[src/rtl/rvx_pkg.sv]
// Package for the ray/voxel exit intersection pipeline.
// Shared constants and the per-axis flag bundle; no dependencies.
package rvx_pkg;

  localparam int FRAC_BITS_DEF   = 16;
  localparam int INDEX_WIDTH_DEF = 10;
  localparam int VOXEL_W         = 10;
  localparam int DATA_W          = 32;
  localparam int DIST_W          = 31;
  localparam int DIV_STEPS       = DIST_W;
  localparam logic [DIST_W-1:0] DIST_MAX = '1;

  // per-axis flags computed up front and carried along the divider
  typedef struct packed {
    logic dir_nz;
    logic dneg;
    logic num_neg;
    logic idx_nz;
    logic sat;
  } axis_flags_t;

endpackage

[src/rtl/rvx_div_step.sv]
// One restoring-division step: produces one quotient bit per stage.
// Depends on rvx_pkg.
module rvx_div_step (
  input  logic                         clk,
  input  logic                         en,
  input  logic [rvx_pkg::DATA_W-1:0]   rem_i,
  input  logic [rvx_pkg::DIST_W-1:0]   lo_i,
  input  logic [rvx_pkg::DIST_W-1:0]   quo_i,
  input  logic [rvx_pkg::DATA_W-1:0]   den_i,
  output logic [rvx_pkg::DATA_W-1:0]   rem_o,
  output logic [rvx_pkg::DIST_W-1:0]   lo_o,
  output logic [rvx_pkg::DIST_W-1:0]   quo_o,
  output logic [rvx_pkg::DATA_W-1:0]   den_o
);
  import rvx_pkg::*;

  logic [DATA_W:0]   sh;
  logic [DATA_W:0]   diff;
  logic              qbit;
  logic [DATA_W-1:0] rem_nxt;

  always_comb begin
    sh      = {rem_i, lo_i[DIST_W-1]};
    diff    = sh - {1'b0, den_i};
    qbit    = (sh >= {1'b0, den_i});
    rem_nxt = qbit ? diff[DATA_W-1:0] : sh[DATA_W-1:0];
  end

  always_ff @(posedge clk) begin
    if (en) begin
      rem_o <= rem_nxt;
      lo_o  <= {lo_i[DIST_W-2:0], 1'b0};
      quo_o <= {quo_i[DIST_W-2:0], qbit};
      den_o <= den_i;
    end
  end

endmodule

[config.mk]
export PLATFORM = sky130hd
export DESIGN_NAME = rvx_div_step
export DESIGN_NICKNAME = d
export VERILOG_FILES = /design/src/rtl/rvx_pkg.sv /design/src/rtl/rvx_div_step.sv
export SDC_FILE = /design/constraint.sdc
export NUM_CORES = 1
export LEC_CHECK = 0
export BUFFER_PORTS_ARGS = -buffer_cell sky130_fd_sc_hd__buf_4
export CAP_MARGIN = 30
export CORE_UTILIZATION = 48
export CTS_CLUSTER_SIZE = 40
export DETAILED_ROUTE_END_ITERATION = 8
export PLACE_DENSITY = 0.78
export SLEW_MARGIN = 20
export SYNTH_ARGS = -nofsm -noshare
export SYNTH_HDL_FRONTEND = slang
export SYNTH_SLANG_ARGS = --single-unit
[constraint.sdc]
create_clock -name clk -period 3.4 [get_ports clk]
set_input_delay 0.34 -clock clk [delete_from_list [all_inputs] [get_ports clk]]
set_output_delay 0.34 -clock clk [all_outputs]
set_load 0.05 [all_outputs]
==> impl_metrics.yaml, run 1 <==
critical_path:
  cpMostUsedCell: "a21oi_1"
  cp_slowest_cell: "fa_1"
  endpoint_kind: "flip-flop"
  crit_start: "lo_i[30]"
  critPathMaxStageDelay_ns: 0.41
  cp_top_family: "compound AO/OA/AOI/OAI gates"
  criticalPathCategory: "input port to flip-flop"
  cp-start-kind: "input port"
  crit_required_ns: 3.57
  cp.arrival_ns: 2.89
  path_max_fanout: 7
  path_buf_inv: 2
  cp_cell_sequence: "buf_4 -> inv_1 -> ha_1 -> fa_1 -> nor2b_1 -> o2111ai_1 -> a21oi_1 -> o31ai_1 -> a21oi_2 -> a21oi_1 -> nand4b_1 -> mux2_4"
detailed_routing:
  drt_iter0_drc: 274
  avgViaCountPerCell: 5.19
  wirelength_mm: 16.6
  ant_nets: 0
  remaining_drc_errors: 0
  vias: 4795
  wl_per_cell_um: 18.0
  dr.pass1.iters: 5
clock_network:
  holdBufCountCts: 0
  cts-htree-levels: 4
  path_clk_slew_ns: 0.06
  post-cts-setup-buffer-count: 0
  postCtsResizedCells: 0
  cts_sinks: 125
  clockBufferDepth: 2
  cts_root_buf: "clkbuf_16"
  cts_tree: "yes"
  cts-buffers-inserted: 17
placed_design:
  gp_congestion: 0.839
  post-dp-hpwl_mm: 12.2
  port_buffers: 251
global_routing:
  grt.total_usage_pct: 25.3
  grt_max_degree: 76
  overflow: 0
  grt_pass1_vias: 4745
  antenna_found_initial: 0
  grt_first_pass_wirelength_mm: 24.6
timing:
  rsz0062_at_grt: "false"
  finalMaxSlewViolations: 0
  fmax_mhz: 368
  setup_viol: 0
  period_share_pct: 80.0
  timing.slew.headroom_pct: 53.6
  worst_slew_pin_slew_ns: 0.697
  hold_viol_final: 0
  tns_ns: 0
  min_period_ns: 2.72
synth:
  postSynthCellCount: 486
  ys_types: 50
  synth_area_sq_um: 6090
  synth_top_cell_area_share_pct: 61.6
  synthTopCellsByArea: "edfxtp_1, ha_1, a21oi_1"
  yosysWarnings: 0
  synthFlopType: "edfxtp_1"
  synth_nets: 647
  ys_ff_latch: 125
  async_reset_ff_share_pct: 0
  seq_area_frac_synth_pct: 61.6
  yosys.area.top_type: "edfxtp_1"
  synth_edf_count: 125
  synth_area_per_cell_sq_um: 12.5
job:
  max-cap-violations: 0
cells_and_area:
  nFillCells: 885
  fin_util_pct: 71.0
  drive_above_1_share_pct: 40.1
  nets: 904
  multi_input_area_sq_um: 2050
  syn_to_final_growth_pct: 42.3
  regArea_sq_um: 3750
  mostFrequentLayoutCell: "buf_4"
  final_cell_mix: "buf_4, edfxtp_1, a21oi_1"
  diodes: 0
power_and_ir_drop:
  worst_ir_drop_vdd_v: 0.000269
  switching_share_pct: 34.0
  powerDensity_nw_per_um2: 581
  p_leak_nw: 3.83
  p_switching_mw: 1.72
  pwr-share-seq_pct: 38.4
  internal-power_mw: 3.32
  p_comb_share_pct: 28.7
  clockPowerShare_pct: 32.8
hold_path:
  hp-start: "quo_i[7]"
  hold_path_class: "input port to flip-flop"
status:
  status: "finished clean"
floorplan:
  die_area_sq_um: 13100
  num_rows: 40
  pin_count: 254
  coreArea_sq_um: 12200
  start_util_pct: 49.9
  die_width_um: 115
  die_y_um: 115
## metrics by stage
stage / worst slack (ns) / hold slack [ns] / area, sq um / power [mW] / std cells
2_1_floorplan: 0.708 / 0.439 / 6090 / 2.92 / 486
5_1_grt: 0.453 / 0.0764 / 8670 / 5.22 / 924
4_1_cts: 0.741 / 0.0824 / 8670 / 5.07 / 924
3_3_place_gp: 0.347 / 0.519 / 8130 / 3.38 / 892
3_5_place_dp: 0.312 / 0.519 / 8130 / 3.41 / 892
6_report: 0.680 / 0.0900 / 8670 / 5.04 / 924
## state kept, by name, summed over array words and instances (netlist names)
signal	cells
rem_o	32
quo_o	31
lo_o	30
den_o	32
## power by group through the flow
| stage | Sequential, mW | Combinational [mW] | Clock, mW |
|---|---|---|---|
| after floorplan | 2.51 | 0.411 | 0 |
| after global placement | 1.96 | 1.42 | 0 |
| after detailed placement | 1.97 | 1.44 | 0 |
| after CTS | 1.94 | 1.45 | 1.68 |
| after global routing | 1.95 | 1.53 | 1.74 |
| final | 1.94 | 1.45 | 1.66 |
## cell usage after synthesis, types with 4 or more instances
| cell type | instances |
|---|---|
| a21o_1 | 8 |
| a21oi_1 | 54 |
| buf_2 | 5 |
| buf_6 | 5 |
| clkbuf_1 | 6 |
| edfxtp_1 | 125 |
| ha_1 | 32 |
| inv_1 | 46 |
| mux2_4 | 8 |
| nand2_1 | 24 |
| nand2b_1 | 7 |
| nand3_1 | 8 |
| nand4_1 | 8 |
| nor2_1 | 37 |
| o21a_1 | 6 |
| o21ai_0 | 17 |
| o21ai_1 | 4 |
| o21bai_1 | 5 |
| o31ai_1 | 7 |
| xnor2_1 | 16 |
| xor2_1 | 10 |
## final cells by class
type,instances,area share (%)
Clock buffer,17,4.91
Clock inverter,15,1.33
Tap cell,168,2.42
Timing Repair Buffer,256,22.4
Multi-Input combinational cell,297,23.6
Sequential cell,125,43.3
Inverter,46,1.99
## path summary, 6_finish.rpt
check                   to  slack, ns  cells after the start
min     quo_o[8]$_DFFE_PP_       0.09                      1
max    rem_o[24]$_DFFE_PP_       0.68                     12
## kinds of logic after synthesis
family / Yosys count / synth area share (%)
DFF: 125 / 61.6
other: 1 / 0.0616
muxes: 10 / 2.30
xor gates and xnor gates: 26 / 3.74
and+or+nand+nor: 107 / 8.59
AOI/OAI and AO/OA: 120 / 12.0
buffers and inverters: 64 / 4.79
adders and majority gates: 33 / 6.90
## layer usage
metal / wire length, um / share of wire (%) / GRT usage, %
met4: 405 / 2.4 / 10.7
met2: 8580 / 52 / 45.2
met5: 0 / 0 / 0
met1: 6230 / 37 / 27.4
met3: 1390 / 8.4 / 8.15
Note: power is estimated with default switching activity, not from simulation.
==> run 2: changes to the inputs <==
- CORE_UTILIZATION: 48 -> 44
- PLACE_DENSITY: 0.78 -> 0.75
- clock period: 3.4 -> 2.2 ns (I/O delays scaled with it)
==> run 2 against run 1 <==
  * The flow now finishes with violations (setup timing)
  * First-iteration DRC count is 77% higher
  * Die area is 8.9% higher
  * Combinational power is 110% higher
  * Final cell count is 23% higher
  * Highest routed layer unchanged
==> impl_metrics.yaml, run 2 (synthesized netlist as in run 1, its figures left out) <==
status:
  status: "finished, violations left"
  violations: "setup timing"
global_routing:
  grt_pass1_vias: 6101
  antenna_found_initial: 0
  grt_max_degree: 51
  grt.total_usage_pct: 31.7
  overflow: 0
  grt_first_pass_wirelength_mm: 33.8
floorplan:
  coreArea_sq_um: 13300
  die_area_sq_um: 14300
  start_util_pct: 45.6
  die_y_um: 120
  die_width_um: 120
  num_rows: 42
  pin_count: 254
cells_and_area:
  stdcell_area_sq_um: 11100
  multi_input_area_sq_um: 2490
  mostFrequentLayoutCell: "buf_4"
  syn_to_final_growth_pct: 82.5
  drive_above_1_share_pct: 50.4
  final_cell_mix: "buf_4, edfxtp_1, dlygate4sd3_1"
  regArea_sq_um: 3750
  nets: 1110
  final_cells: 1137
  nFillCells: 634
  diodes: 0
  reg_top3: "den_o (32), rem_o (32), quo_o (31)"
detailed_routing:
  wirelength_mm: 24.1
  avgViaCountPerCell: 5.41
  remaining_drc_errors: 0
  dr.pass1.iters: 5
  ant_nets: 0
  drt_iter0_drc: 485
  wl_per_cell_um: 21.2
  vias: 6151
power_and_ir_drop:
  p_leak_nw: 4.89
  p_comb_share_pct: 33.5
  p_switching_mw: 3.01
  switching_share_pct: 33.6
  pwr-share-seq_pct: 33.7
  clockPowerShare_pct: 32.8
  total_power_mw: 8.94
  internal-power_mw: 5.93
  worst_ir_drop_vdd_v: 0.000458
  powerDensity_nw_per_um2: 804
clock_network:
  cts_root_buf: "clkbuf_16"
  cts-htree-levels: 4
  cts_tree: "yes"
  cts_sinks: 125
  path_clk_slew_ns: 0.07
  cts-buffers-inserted: 17
  clockBufferDepth: 2
timing:
  period_share_pct: 105
  finalMaxSlewViolations: 0
  setup_viol: 31
  setup_slack_ns: -0.116
  hold_viol_final: 0
  tns_ns: -2.15
  min_period_ns: 2.32
  fmax_mhz: 432
  rsz0062_at_grt: "true"
placed_design:
  dpl_cell_area_sq_um: 9000
  post-dp-hpwl_mm: 13.2
  gp_congestion: 0.864
  dp_cells: 1000
  port_buffers: 251
critical_path:
  endpoint_kind: "flip-flop"
  cp.arrival_ns: 2.49
  cpMostUsedCell: "buf_4"
  cp-start-kind: "input port"
  criticalPathCategory: "input port to flip-flop"
  cp_cell_sequence: "buf_4 -> ha_1 -> buf_4 -> nand3_1 -> nor3_2 -> buf_4 -> a31oi_4 -> or3b_1 -> o21a_4 -> buf_12 -> mux2_4"
  cp_slowest_cell: "or3b_1"
  critPathMaxStageDelay_ns: 0.38
  crit_required_ns: 2.38
  path_max_fanout: 8
job:
  max-cap-violations: 0
hold_path:
  hold_path_class: "input port to flip-flop"
run 2: cell count changes in the layout (fill, tap and decap cells not counted), sizes merged:
| cell | before | now |
|---|---|---|
| buf | 256 | 371 |
| dlygate4sd3 | 0 | 90 |
| clkinvlp | 6 | 2 |
| bufinv | 0 | 3 |
| clkinv | 5 | 7 |
| inv | 50 | 48 |
| bufbuf | 0 | 1 |
run 2: worst paths after layout:
path | endpoint | slack (ns) | startpoint | cells past startpoint
setup / recovery | rem_o[4]$_DFFE_PP_ | -0.12 | rem_i[7] | 11
hold / removal | den_o[1]$_DFFE_PP_ | 0.02 | den_i[1] | 1
run 2: repair_timing:
action	in CTS	in global routing
resized for setup	47	51
gates cloned	3	0
setup buffers	6	7
setup endpoints to repair	21	33
endpoints found under the hold margin	90	0
pin swaps	16	17
hold buffers	90	0
run 2: per-stage QoR:
step	hold WS (ns)	util, %	setup slack (ns)
after floorplan	0.319	-	-0.303
after global placement	0.399	67.4	-0.609
after detailed placement	0.400	67.4	-0.673
after CTS	0.0102	80.9	-0.0571
after global routing	0.0187	83.3	-0.165
final	0.0235	83.3	-0.116
run 2: worst max-delay path, delay by kind of cell:
| family | cells | cell delay (ns) |
|---|---|---|
| buf+inv | 4 | 0.62 |
| simple gates | 3 | 0.57 |
| compound gates | 2 | 0.42 |
| fa+ha+maj | 1 | 0.35 |
| mux | 1 | 0.30 |
run 2: layout make-up:
class | instances | area share, %
repair buffers | 462 | 34.8
flip-flops and latches | 125 | 33.8
multi-input cells | 297 | 22.4
clock buffers | 17 | 3.83
well taps | 176 | 1.98
inverters | 46 | 1.67
clock inverters | 14 | 1.51
run 2: metal layers:
layer | share of wire (%) | global-route usage [%] | vias up
li1 | - | - | 2712
met1 | 36 | 36.5 | 2949
met2 | 51 | 56.4 | 396
met3 | 8.3 | 7.60 | 94
met4 | 4.7 | 12.9 | 0
met5 | 0 | 0 | -
run 2: power groups by stage:
stage	clock (mW)	sequential, mW	combinational [mW]
6_report	2.93	3.01	3.00
5_1_grt	3.01	3.03	3.12
4_1_cts	2.85	3.00	2.80
3_5_place_dp	0	3.04	2.50
3_3_place_gp	0	3.03	2.46
2_1_floorplan	0	3.88	0.660
