===== src/rtl/rvx_pkg.sv =====
// Package for the ray/voxel exit intersection pipeline.
// Shared constants and the per-axis flag bundle; no dependencies.
package rvx_pkg;

  localparam int FRAC_BITS_DEF   = 16;
  localparam int INDEX_WIDTH_DEF = 10;
  localparam int VOXEL_W         = 10;
  localparam int DATA_W          = 32;
  localparam int DIST_W          = 31;
  localparam int DIV_STEPS       = DIST_W;
  localparam logic [DIST_W-1:0] DIST_MAX = '1;

  // per-axis flags computed up front and carried along the divider
  typedef struct packed {
    logic dir_nz;
    logic dneg;
    logic num_neg;
    logic idx_nz;
    logic sat;
  } axis_flags_t;

endpackage


===== src/rtl/rvx_prep.sv =====
// Input stage: relative position, face numerator, magnitudes and divider seed.
// Depends on rvx_pkg.
module rvx_prep #(
  parameter int FRAC_BITS   = 16,
  parameter int INDEX_WIDTH = 10,
  parameter int RW          = 33
) (
  input  logic                                 clk,
  input  logic                                 en,
  input  logic [rvx_pkg::VOXEL_W-1:0]          vox   [3],
  input  logic signed [rvx_pkg::DATA_W-1:0]    org   [3],
  input  logic signed [rvx_pkg::DATA_W-1:0]    dir   [3],
  output logic [rvx_pkg::DATA_W-1:0]           rem_o [3],
  output logic [rvx_pkg::DIST_W-1:0]           lo_o  [3],
  output logic [rvx_pkg::DATA_W-1:0]           den_o [3],
  output logic signed [RW-1:0]                 rel_o [3],
  output logic signed [rvx_pkg::DATA_W-1:0]    dir_o [3],
  output rvx_pkg::axis_flags_t                 flg_o [3]
);
  import rvx_pkg::*;

  localparam int NW = RW + 1;
  localparam int DW = NW + FRAC_BITS;
  localparam logic signed [NW-1:0] HALF = NW'(64'd1 << (FRAC_BITS - 1));

  for (genvar a = 0; a < 3; a++) begin : g_axis
    logic [INDEX_WIDTH-1:0] idx;
    logic [RW-1:0]          idx_ext;
    logic signed [RW-1:0]   rel;
    logic signed [NW-1:0]   num;
    logic [NW-1:0]          nmag;
    logic [DATA_W-1:0]      dmag;
    logic [DW-1:0]          dv;
    logic                   dneg;
    logic                   sat;

    always_comb begin
      idx     = INDEX_WIDTH'(vox[a]);
      idx_ext = RW'({idx, FRAC_BITS'(0)});
      rel     = RW'(org[a]) - $signed(idx_ext);
      dneg    = dir[a][DATA_W-1];
      num     = dneg ? (-HALF - NW'(rel)) : (HALF - NW'(rel));
      nmag    = num[NW-1] ? NW'(-num) : NW'(num);
      dmag    = dneg ? DATA_W'(-dir[a]) : DATA_W'(dir[a]);
      // quotient reaches 2^31 exactly when nmag >= dmag * 2^(31-F)
      sat     = 64'(nmag) >= (64'(dmag) << (DIST_W - FRAC_BITS));
      dv      = {nmag, FRAC_BITS'(0)};
    end

    always_ff @(posedge clk) begin
      if (en) begin
        rem_o[a] <= sat ? '0 : DATA_W'(dv >> DIST_W);
        lo_o[a]  <= dv[DIST_W-1:0];
        den_o[a] <= dmag;
        rel_o[a] <= rel;
        dir_o[a] <= dir[a];
        flg_o[a] <= '{dir_nz:  (dir[a] != '0),
                      dneg:    dneg,
                      num_neg: num[NW-1],
                      idx_nz:  (idx != '0),
                      sat:     sat};
      end
    end
  end

endmodule


===== config.mk =====
export PLATFORM = sky130hd
export DESIGN_NAME = rvx_prep
export DESIGN_NICKNAME = d
export VERILOG_FILES = /design/src/rtl/rvx_pkg.sv /design/src/rtl/rvx_prep.sv
export SDC_FILE = /design/constraint.sdc
export NUM_CORES = 1
export LEC_CHECK = 0
export ABC_AREA = 0
export ABC_CLOCK_PERIOD_IN_PS = 7240
export BUFFER_PORTS_ARGS = -buffer_cell sky130_fd_sc_hd__buf_2
export CORE_AREA = 2 2 279 281
export CTS_BUF_LIST = sky130_fd_sc_hd__clkbuf_16
export CTS_CLUSTER_SIZE = 14
export DETAILED_ROUTE_END_ITERATION = 6
export DIE_AREA = 0 0 281 283
export HOLD_SLACK_MARGIN = 0.02
export PLACE_DENSITY_LB_ADDON = 0.15
export RECOVER_POWER = 50
export SYNTH_ARGS = -nofsm -noshare
export SYNTH_HDL_FRONTEND = slang
export SYNTH_SLANG_ARGS = --single-unit
export TNS_END_PERCENT = 100

===== constraint.sdc =====
create_clock -name clk -period 7.24 [get_ports clk]
set_clock_uncertainty 0.05 [all_clocks]
set_input_delay 0.362 -clock clk [delete_from_list [all_inputs] [get_ports clk]]
set_output_delay 0.362 -clock clk [all_outputs]
set_load 0.005 [all_outputs]

==> results of run 1 <==
## registers in the layout (all words and copies together) (netlist names)
signal and cells:
rel_o 99, den_o 96, dir_o 93, rem_o 57, lo_o 42, flg_o 12
## worst min-delay path by stage
stage,end,cells past startpoint
2_1_floorplan,den_o[0],0
3_3_place_gp,dir_o[1],1
3_5_place_dp,dir_o[1],1
4_1_cts,rel_o[65],2
5_1_grt,rel_o[65],2
6_report,rel_o[65],2
## power by group
part / internal, mW / switching (mW) / leakage, nW
logic: 1.17 / 1.57 / 9.14
registers: 2.96 / 0.115 / 3.90
clock network: 1.53 / 1.03 / 0.819
## stage by stage
stage / std cells / total power [mW] / hold slack (ps) / setup slack [ps] / setup TNS, ps
after global placement: 4274 / 5.76 / 526 / -216 / -3850
after CTS: 4491 / 8.48 / 20.1 / 177 / 0
after global routing: 4492 / 8.88 / 36.4 / -7.46 / -11.8
after detailed placement: 4274 / 5.81 / 525 / -361 / -6560
after floorplan: 2649 / 4.65 / 411 / 170 / 0
final: 4496 / 8.39 / 59.2 / 410 / 0
## metal layers
metal,wire [µm],part of all wire [%]
met1,35900,41
met2,43000,49
met3,5960,6.8
met4,3020,3.4
met5,13,0.015
## kinds of logic after synthesis
group / synth area share (%)
fa+ha+maj: 6.69
xor+xnor: 10.0
flops: 45.9
simple gates: 16.0
other cells: 0.0144
mux: 0.580
buf+inv: 6.82
compound gates: 14.0
## area by class of cell
| type | count | area share [%] |
|---|---|---|
| timing repair buffer | 883 | 15.4 |
| sequential | 399 | 35.6 |
| clock inverter | 39 | 1.32 |
| inverter | 208 | 2.32 |
| multi-input combinational | 1875 | 37.8 |
| clock buffer | 48 | 3.57 |
| antenna | 4 | 0.0298 |
| tap | 1040 | 3.87 |
## synth_stat cells, drive strengths merged (6+ instances only)
library cell  instances
or4b                  6
nand2               180
and2                 26
nor2b                50
o21a                 35
o41ai                14
a31oi                21
a32oi                11
o21bai                7
o211a                 6
a2111oi               8
mux2                  9
o211ai               18
a21boi                6
o31ai                37
nand2b               34
and3                 21
nand3                65
a21oi               113
inv                 208
ha                  134
nor4b                 7
nor3                 78
xnor2               207
or4                  23
or3                  31
or2                  16
xor2                 91
nor2                163
clkbuf               60
nor4                 32
a21o                 48
buf                 107
o21ai               126
nand4                35
edfxtp              399
a211oi               16
nand3b               11
## cells in the final DEF (no fill, tap or decap), types with 9 or more instances in the layout
cell,netlist,layout
buf_2,4,460
edfxtp_1,399,399
inv_1,204,211
xnor2_1,206,206
nand2_1,180,180
clkbuf_1,60,173
nor2_1,163,162
ha_1,134,134
dlygate4sd3_1,0,130
o21ai_0,119,117
buf_4,96,112
a21oi_1,112,110
xor2_1,91,91
conb_1,1,89
nor3_1,75,74
nand3_1,65,65
nor2b_1,50,50
a21o_1,48,48
clkbuf_16,0,48
o31ai_1,37,37
o21a_1,35,35
nand4_1,35,35
nand2b_1,34,34
nor4_1,31,31
or3_1,31,31
and2_1,24,24
and3_1,21,21
or4_1,22,21
a31oi_1,21,21
o211ai_1,18,18
or2_2,15,15
a211oi_1,13,13
a32oi_1,11,11
nand3b_1,11,11
o41ai_1,12,11
clkinv_1,0,9
bufinv_16,0,9
## timing repair
item | 4_1_cts | 5_1_grt
endpoints found under the hold margin | 128 | 0
hold buffers | 130 | 0
endpoints found under the setup margin | 0 | 52
buffers inserted | 0 | 1
gates resized for setup | 0 | 12
## critical path, delay by kind of cell
| family | cells | cell delay, ps |
|---|---|---|
| compound gates | 11 | 2360 |
| fa+ha+maj | 3 | 910 |
| simple gates | 8 | 1830 |
| buf+inv | 7 | 1210 |
| xor+xnor | 2 | 420 |
==> out/results.tsv, run 1 <==
metric	value	unit
outcome	complete, but fails checks	
failing checks	capacitance limit, slew limit	
slowest stage cell, crit path	or4b_2	
Worst EP required	7520	ps
I/O pin total	719	
drt wl/cell	19.5	µm
Remaining DRCs	0	
post-DR vias/cell	5.05	
area of the multi-input gates	12700	µm²
top cells by area, synth	edfxtp_1 46%, xnor2_1 6.9%, ha_1 6.4%, xor2_1 3.1%, inv_1 2.9%	
Fmax	146	MHz
Slew Limit Fails	445	
GRT Max-Usage Layer	met2	
CTS tree	built	
routability cong.	0.906	
CTS max path bufs	3	
Max-Cap Viols	5	
crit path time final	6830	ps
die area	79500	µm²
Worst-Margin Slew	4050	ps
die width	281	µm
total track usage	21.4	%
Cell Area, Placed	30900	µm²
Port Buf Inserts	631	
Syn Inst Count	2561	
initial core utilization	34.0	%
H-tree levels	2	
critical path's largest stage delay	620	ps
crit-path max FO	21	
Reg area	12000	µm²
largest net degree at the start of global routing	160	
total number of yosys warnings	0	
layout cells sized above 1	20.6	%
met1 Resource Use GR	26.4	%
Yosys reg bits	399	
core box area	76700	µm²
Area Growth Syn to Fin	28.8	%
Avg Inst Size Synth	10.2	µm²
# rows	102	
Final Net Count	3776	
GR Util met3	3.80	%
Die Ht	283	µm
antenna violations before repair	5	
slew margin rel.	-170	%
Synth top area share	45.9	%
Fillers	7450	
Layout Utilization	43.8	%
Detail Route Antenna Nets	0	
met2 GRT Util	37.4	%
initial DRC count	1495	
number of synthesized flops with an enable pin	399	
dominant cell type by area after synthesis	edfxtp_1	
Post-synth top flop	edfxtp_1	
Routed WL	87800	µm
Crit. End Element	flop	
Netlist cell types	93	
maximum VDD drop	0.000158	V
Critical Path End	rem_o[17]	
critical path class	primary input to flop	
Finish-stage setup viols	0	
startpoint types	primary input	
Hold Path Class	primary input to flop	
Remaining Overflow, GRT	0	
Pwr Density	249	nW/µm²
Leak Pwr	13.9	nW
register area share after synthesis	45.9	%
final hold violation count	0	
Final Cycle Share	94.3	%
clock-pin slew on the worst setup and hold paths	60	ps
Hold Path Origin	org[63]	
vias in the first global route	22677	
Worst Path Arrival	7110	ps
Synth async-reset ratio	0	%
first-pass GRT wire length	133000	µm
HPWL after detailed placement	70200	µm
Initial DRT Pass Iterations	6	
total clock sinks	399	
Final Cell Area	33600	µm²
synthesized cell area	26100	µm²
CP Launch Point	vox[6]	
CTS Buf Count	48	
root buf cell	clkbuf_16	
via count	22714	
Note: power is estimated with default switching activity, not from simulation.
==> inputs of run 2 (changes only) <==
--- a/config.mk
+++ b/config.mk
@@ -8,11 +8,13 @@
 export ABC_AREA = 0
 export ABC_CLOCK_PERIOD_IN_PS = 7240
 export BUFFER_PORTS_ARGS = -buffer_cell sky130_fd_sc_hd__buf_2
-export CORE_AREA = 2 2 279 281
+export CELL_PAD_IN_SITES_DETAIL_PLACEMENT = 0
+export CELL_PAD_IN_SITES_GLOBAL_PLACEMENT = 1
+export CORE_AREA = 2 2 277 279
 export CTS_BUF_LIST = sky130_fd_sc_hd__clkbuf_16
 export CTS_CLUSTER_SIZE = 14
 export DETAILED_ROUTE_END_ITERATION = 6
-export DIE_AREA = 0 0 281 283
+export DIE_AREA = 0 0 279 281
 export HOLD_SLACK_MARGIN = 0.02
 export PLACE_DENSITY_LB_ADDON = 0.15
 export RECOVER_POWER = 50
==> out/results.tsv, run 2 (synthesized netlist as in run 1, its figures left out) <==
metric	value	unit	change
Max-Cap Viols	4		was 5
Fmax	145	MHz	was 146 MHz
clock-pin slew on the worst setup and hold paths	60	ps	about the same
antenna violations before repair	6		was 5
core box area	75400	µm²	was 76700 µm²
Worst-Margin Slew	4970	ps	was 4050 ps
H-tree levels	2		unchanged
root buf cell	clkbuf_16		unchanged
vias in the first global route	21878		was 22677
total track usage	21.3	%	was 21.4%
CP Launch Point	vox[6]		unchanged
slew margin rel.	-231	%	was -170%
commonest cells after routing, fill and taps aside	399 x edfxtp_1, 370 x clkbuf_1, 261 x buf_2, 213 x inv_1, 204 x xnor2_1		was 460 x buf_2, 399 x edfxtp_1, 211 x inv_1, 206 x xnor2_1, 180 x nand2_1
largest net degree at the start of global routing	171		was 160
Hold Path Origin	vox[17]		was org[63]
Final Cycle Share	95.1	%	was 94.3%
CTS max path bufs	3		unchanged
Worst Hold Margin	49.2	ps	was 59.2 ps
Initial DRT Pass Iterations	5		was 6
Routed WL	87200	µm	was 87800 µm
crit-path max FO	23		was 21
failing checks	capacitance limit, slew limit		unchanged
post-DR vias/cell	5.06		was 5.05
max reg flops	99		unchanged
Die Ht	281	µm	was 283 µm
critical path class	primary input to flop		unchanged
layout cells sized above 1	14.5	%	was 20.6%
Remaining Overflow, GRT	0		unchanged
initial core utilization	34.6	%	was 34.0%
outcome	complete, but fails checks		unchanged
Slew Limit Fails	342		was 445
Leak Pwr	13.3	nW	was 13.9 nW
Area Growth Syn to Fin	27.6	%	was 28.8%
initial DRC count	1259		was 1495
via count	22359		was 22714
Placed Cells	4190		was 4274
Crit. End Element	flop		unchanged
CTS Buf Count	50		was 48
fin cells	4419		was 4496
Pwr Density	252	nW/µm²	was 249 nW/µm²
critical path's largest stage delay	600	ps	was 620 ps
Layout Utilization	44.1	%	was 43.8%
# rows	101		was 102
slowest stage cell, crit path	or4b_2		unchanged
die width	279	µm	was 281 µm
HPWL after detailed placement	69500	µm	was 70200 µm
startpoint types	primary input		unchanged
maximum VDD drop	0.000158	V	about the same
Detail Route Antenna Nets	0		unchanged
total clock sinks	399		unchanged
Remaining DRCs	0		unchanged
drt wl/cell	19.7	µm	was 19.5 µm
first-pass GRT wire length	129000	µm	was 133000 µm
Port Buf Inserts	631		unchanged
routability cong.	0.901		was 0.906
CTS tree	built		unchanged
pre-CTS WS	-317	ps	was -361 ps
die area	78400	µm²	was 79500 µm²
setup_tns	0	ps	unchanged
Worst Path Arrival	7170	ps	was 7110 ps
Finish-stage setup viols	0		unchanged
Final Net Count	3761		was 3776
commonest non-fill, non-tap cell in the layout	edfxtp_1		was buf_2
Hold Path Class	primary input to flop		unchanged
I/O pin total	719		unchanged
Fillers	7460		was 7450
final hold violation count	0		unchanged
crit path time final	6880	ps	was 6830 ps
Biggest register	rel_o		unchanged
fin worst setup slack	357	ps	was 410 ps
Worst EP required	7530	ps	was 7520 ps
Largest regs	rel_o: 99 flops, den_o: 96 flops, dir_o: 93 flops		unchanged
## run 2: changes by cell type in the layout (fill, tap and decap cells not counted), sizes merged
cell and change:
dlygate4sd3 +5, buf -217, diode -3, inv +3, clkinvlp -1, clkbuf +198
## run 2: worst paths after layout
path / endpoint / slack [ps] / cells past startpoint
worst min-delay path: flg_o[6] / 50 / 3
worst max-delay path: rem_o[11] / 360 / 31
## run 2: where the power goes
part | internal, mW | switching [mW] | total [mW] | leakage [nW]
sequential | 2.95 | 0.118 | 3.07 | 3.90
clock | 1.61 | 1.04 | 2.64 | 0.887
combinational | 1.12 | 1.57 | 2.68 | 8.52
## run 2: through the flow
step,total power [mW],instance area (µm²)
after floorplan,4.65,26400
after global placement,5.75,30600
after detailed placement,5.79,30600
after CTS,8.53,33700
after global routing,8.91,33300
final,8.40,33300
## run 2: area by class of cell
| class | count | area, µm² | share of cell area [%] |
|---|---|---|---|
| Antenna cell | 1 | 2.50 | 0.00751 |
| Sequential cell | 399 | 12000 | 36.0 |
| Multi-Input combinational cell | 1875 | 12700 | 38.2 |
| Timing Repair Buffer | 866 | 4840 | 14.5 |
| Tap cell | 978 | 1220 | 3.67 |
| Clock inverter | 41 | 465 | 1.40 |
| Inverter | 208 | 781 | 2.34 |
| Clock buffer | 51 | 1280 | 3.83 |
## run 2: worst max-delay path, delay by kind of cell
kind                       cells  cell delay (ps)
AOI/OAI and AO/OA             11             2380
xor gates and xnor gates       2              360
adders and majority gates      3              970
buffers and inverters          7             1180
and+or+nand+nor                8             1870
## run 2: layer usage
layer | vias up | part of all wire [%] | track usage [%]
met2 | 753 | 48 | 36.2
met3 | 136 | 6.0 | 4.18
met4 | 4 | 3.4 | 8.33
li1 | 10857 | - | -
met5 | - | 0.028 | 0
met1 | 10609 | 42 | 26.6
## run 2: timing repair
item	4_1_cts	5_1_grt
endpoints found under the hold margin	132	0
buffers inserted	0	1
resized for setup	0	17
hold buffers	135	0
setup endpoints to repair	0	59
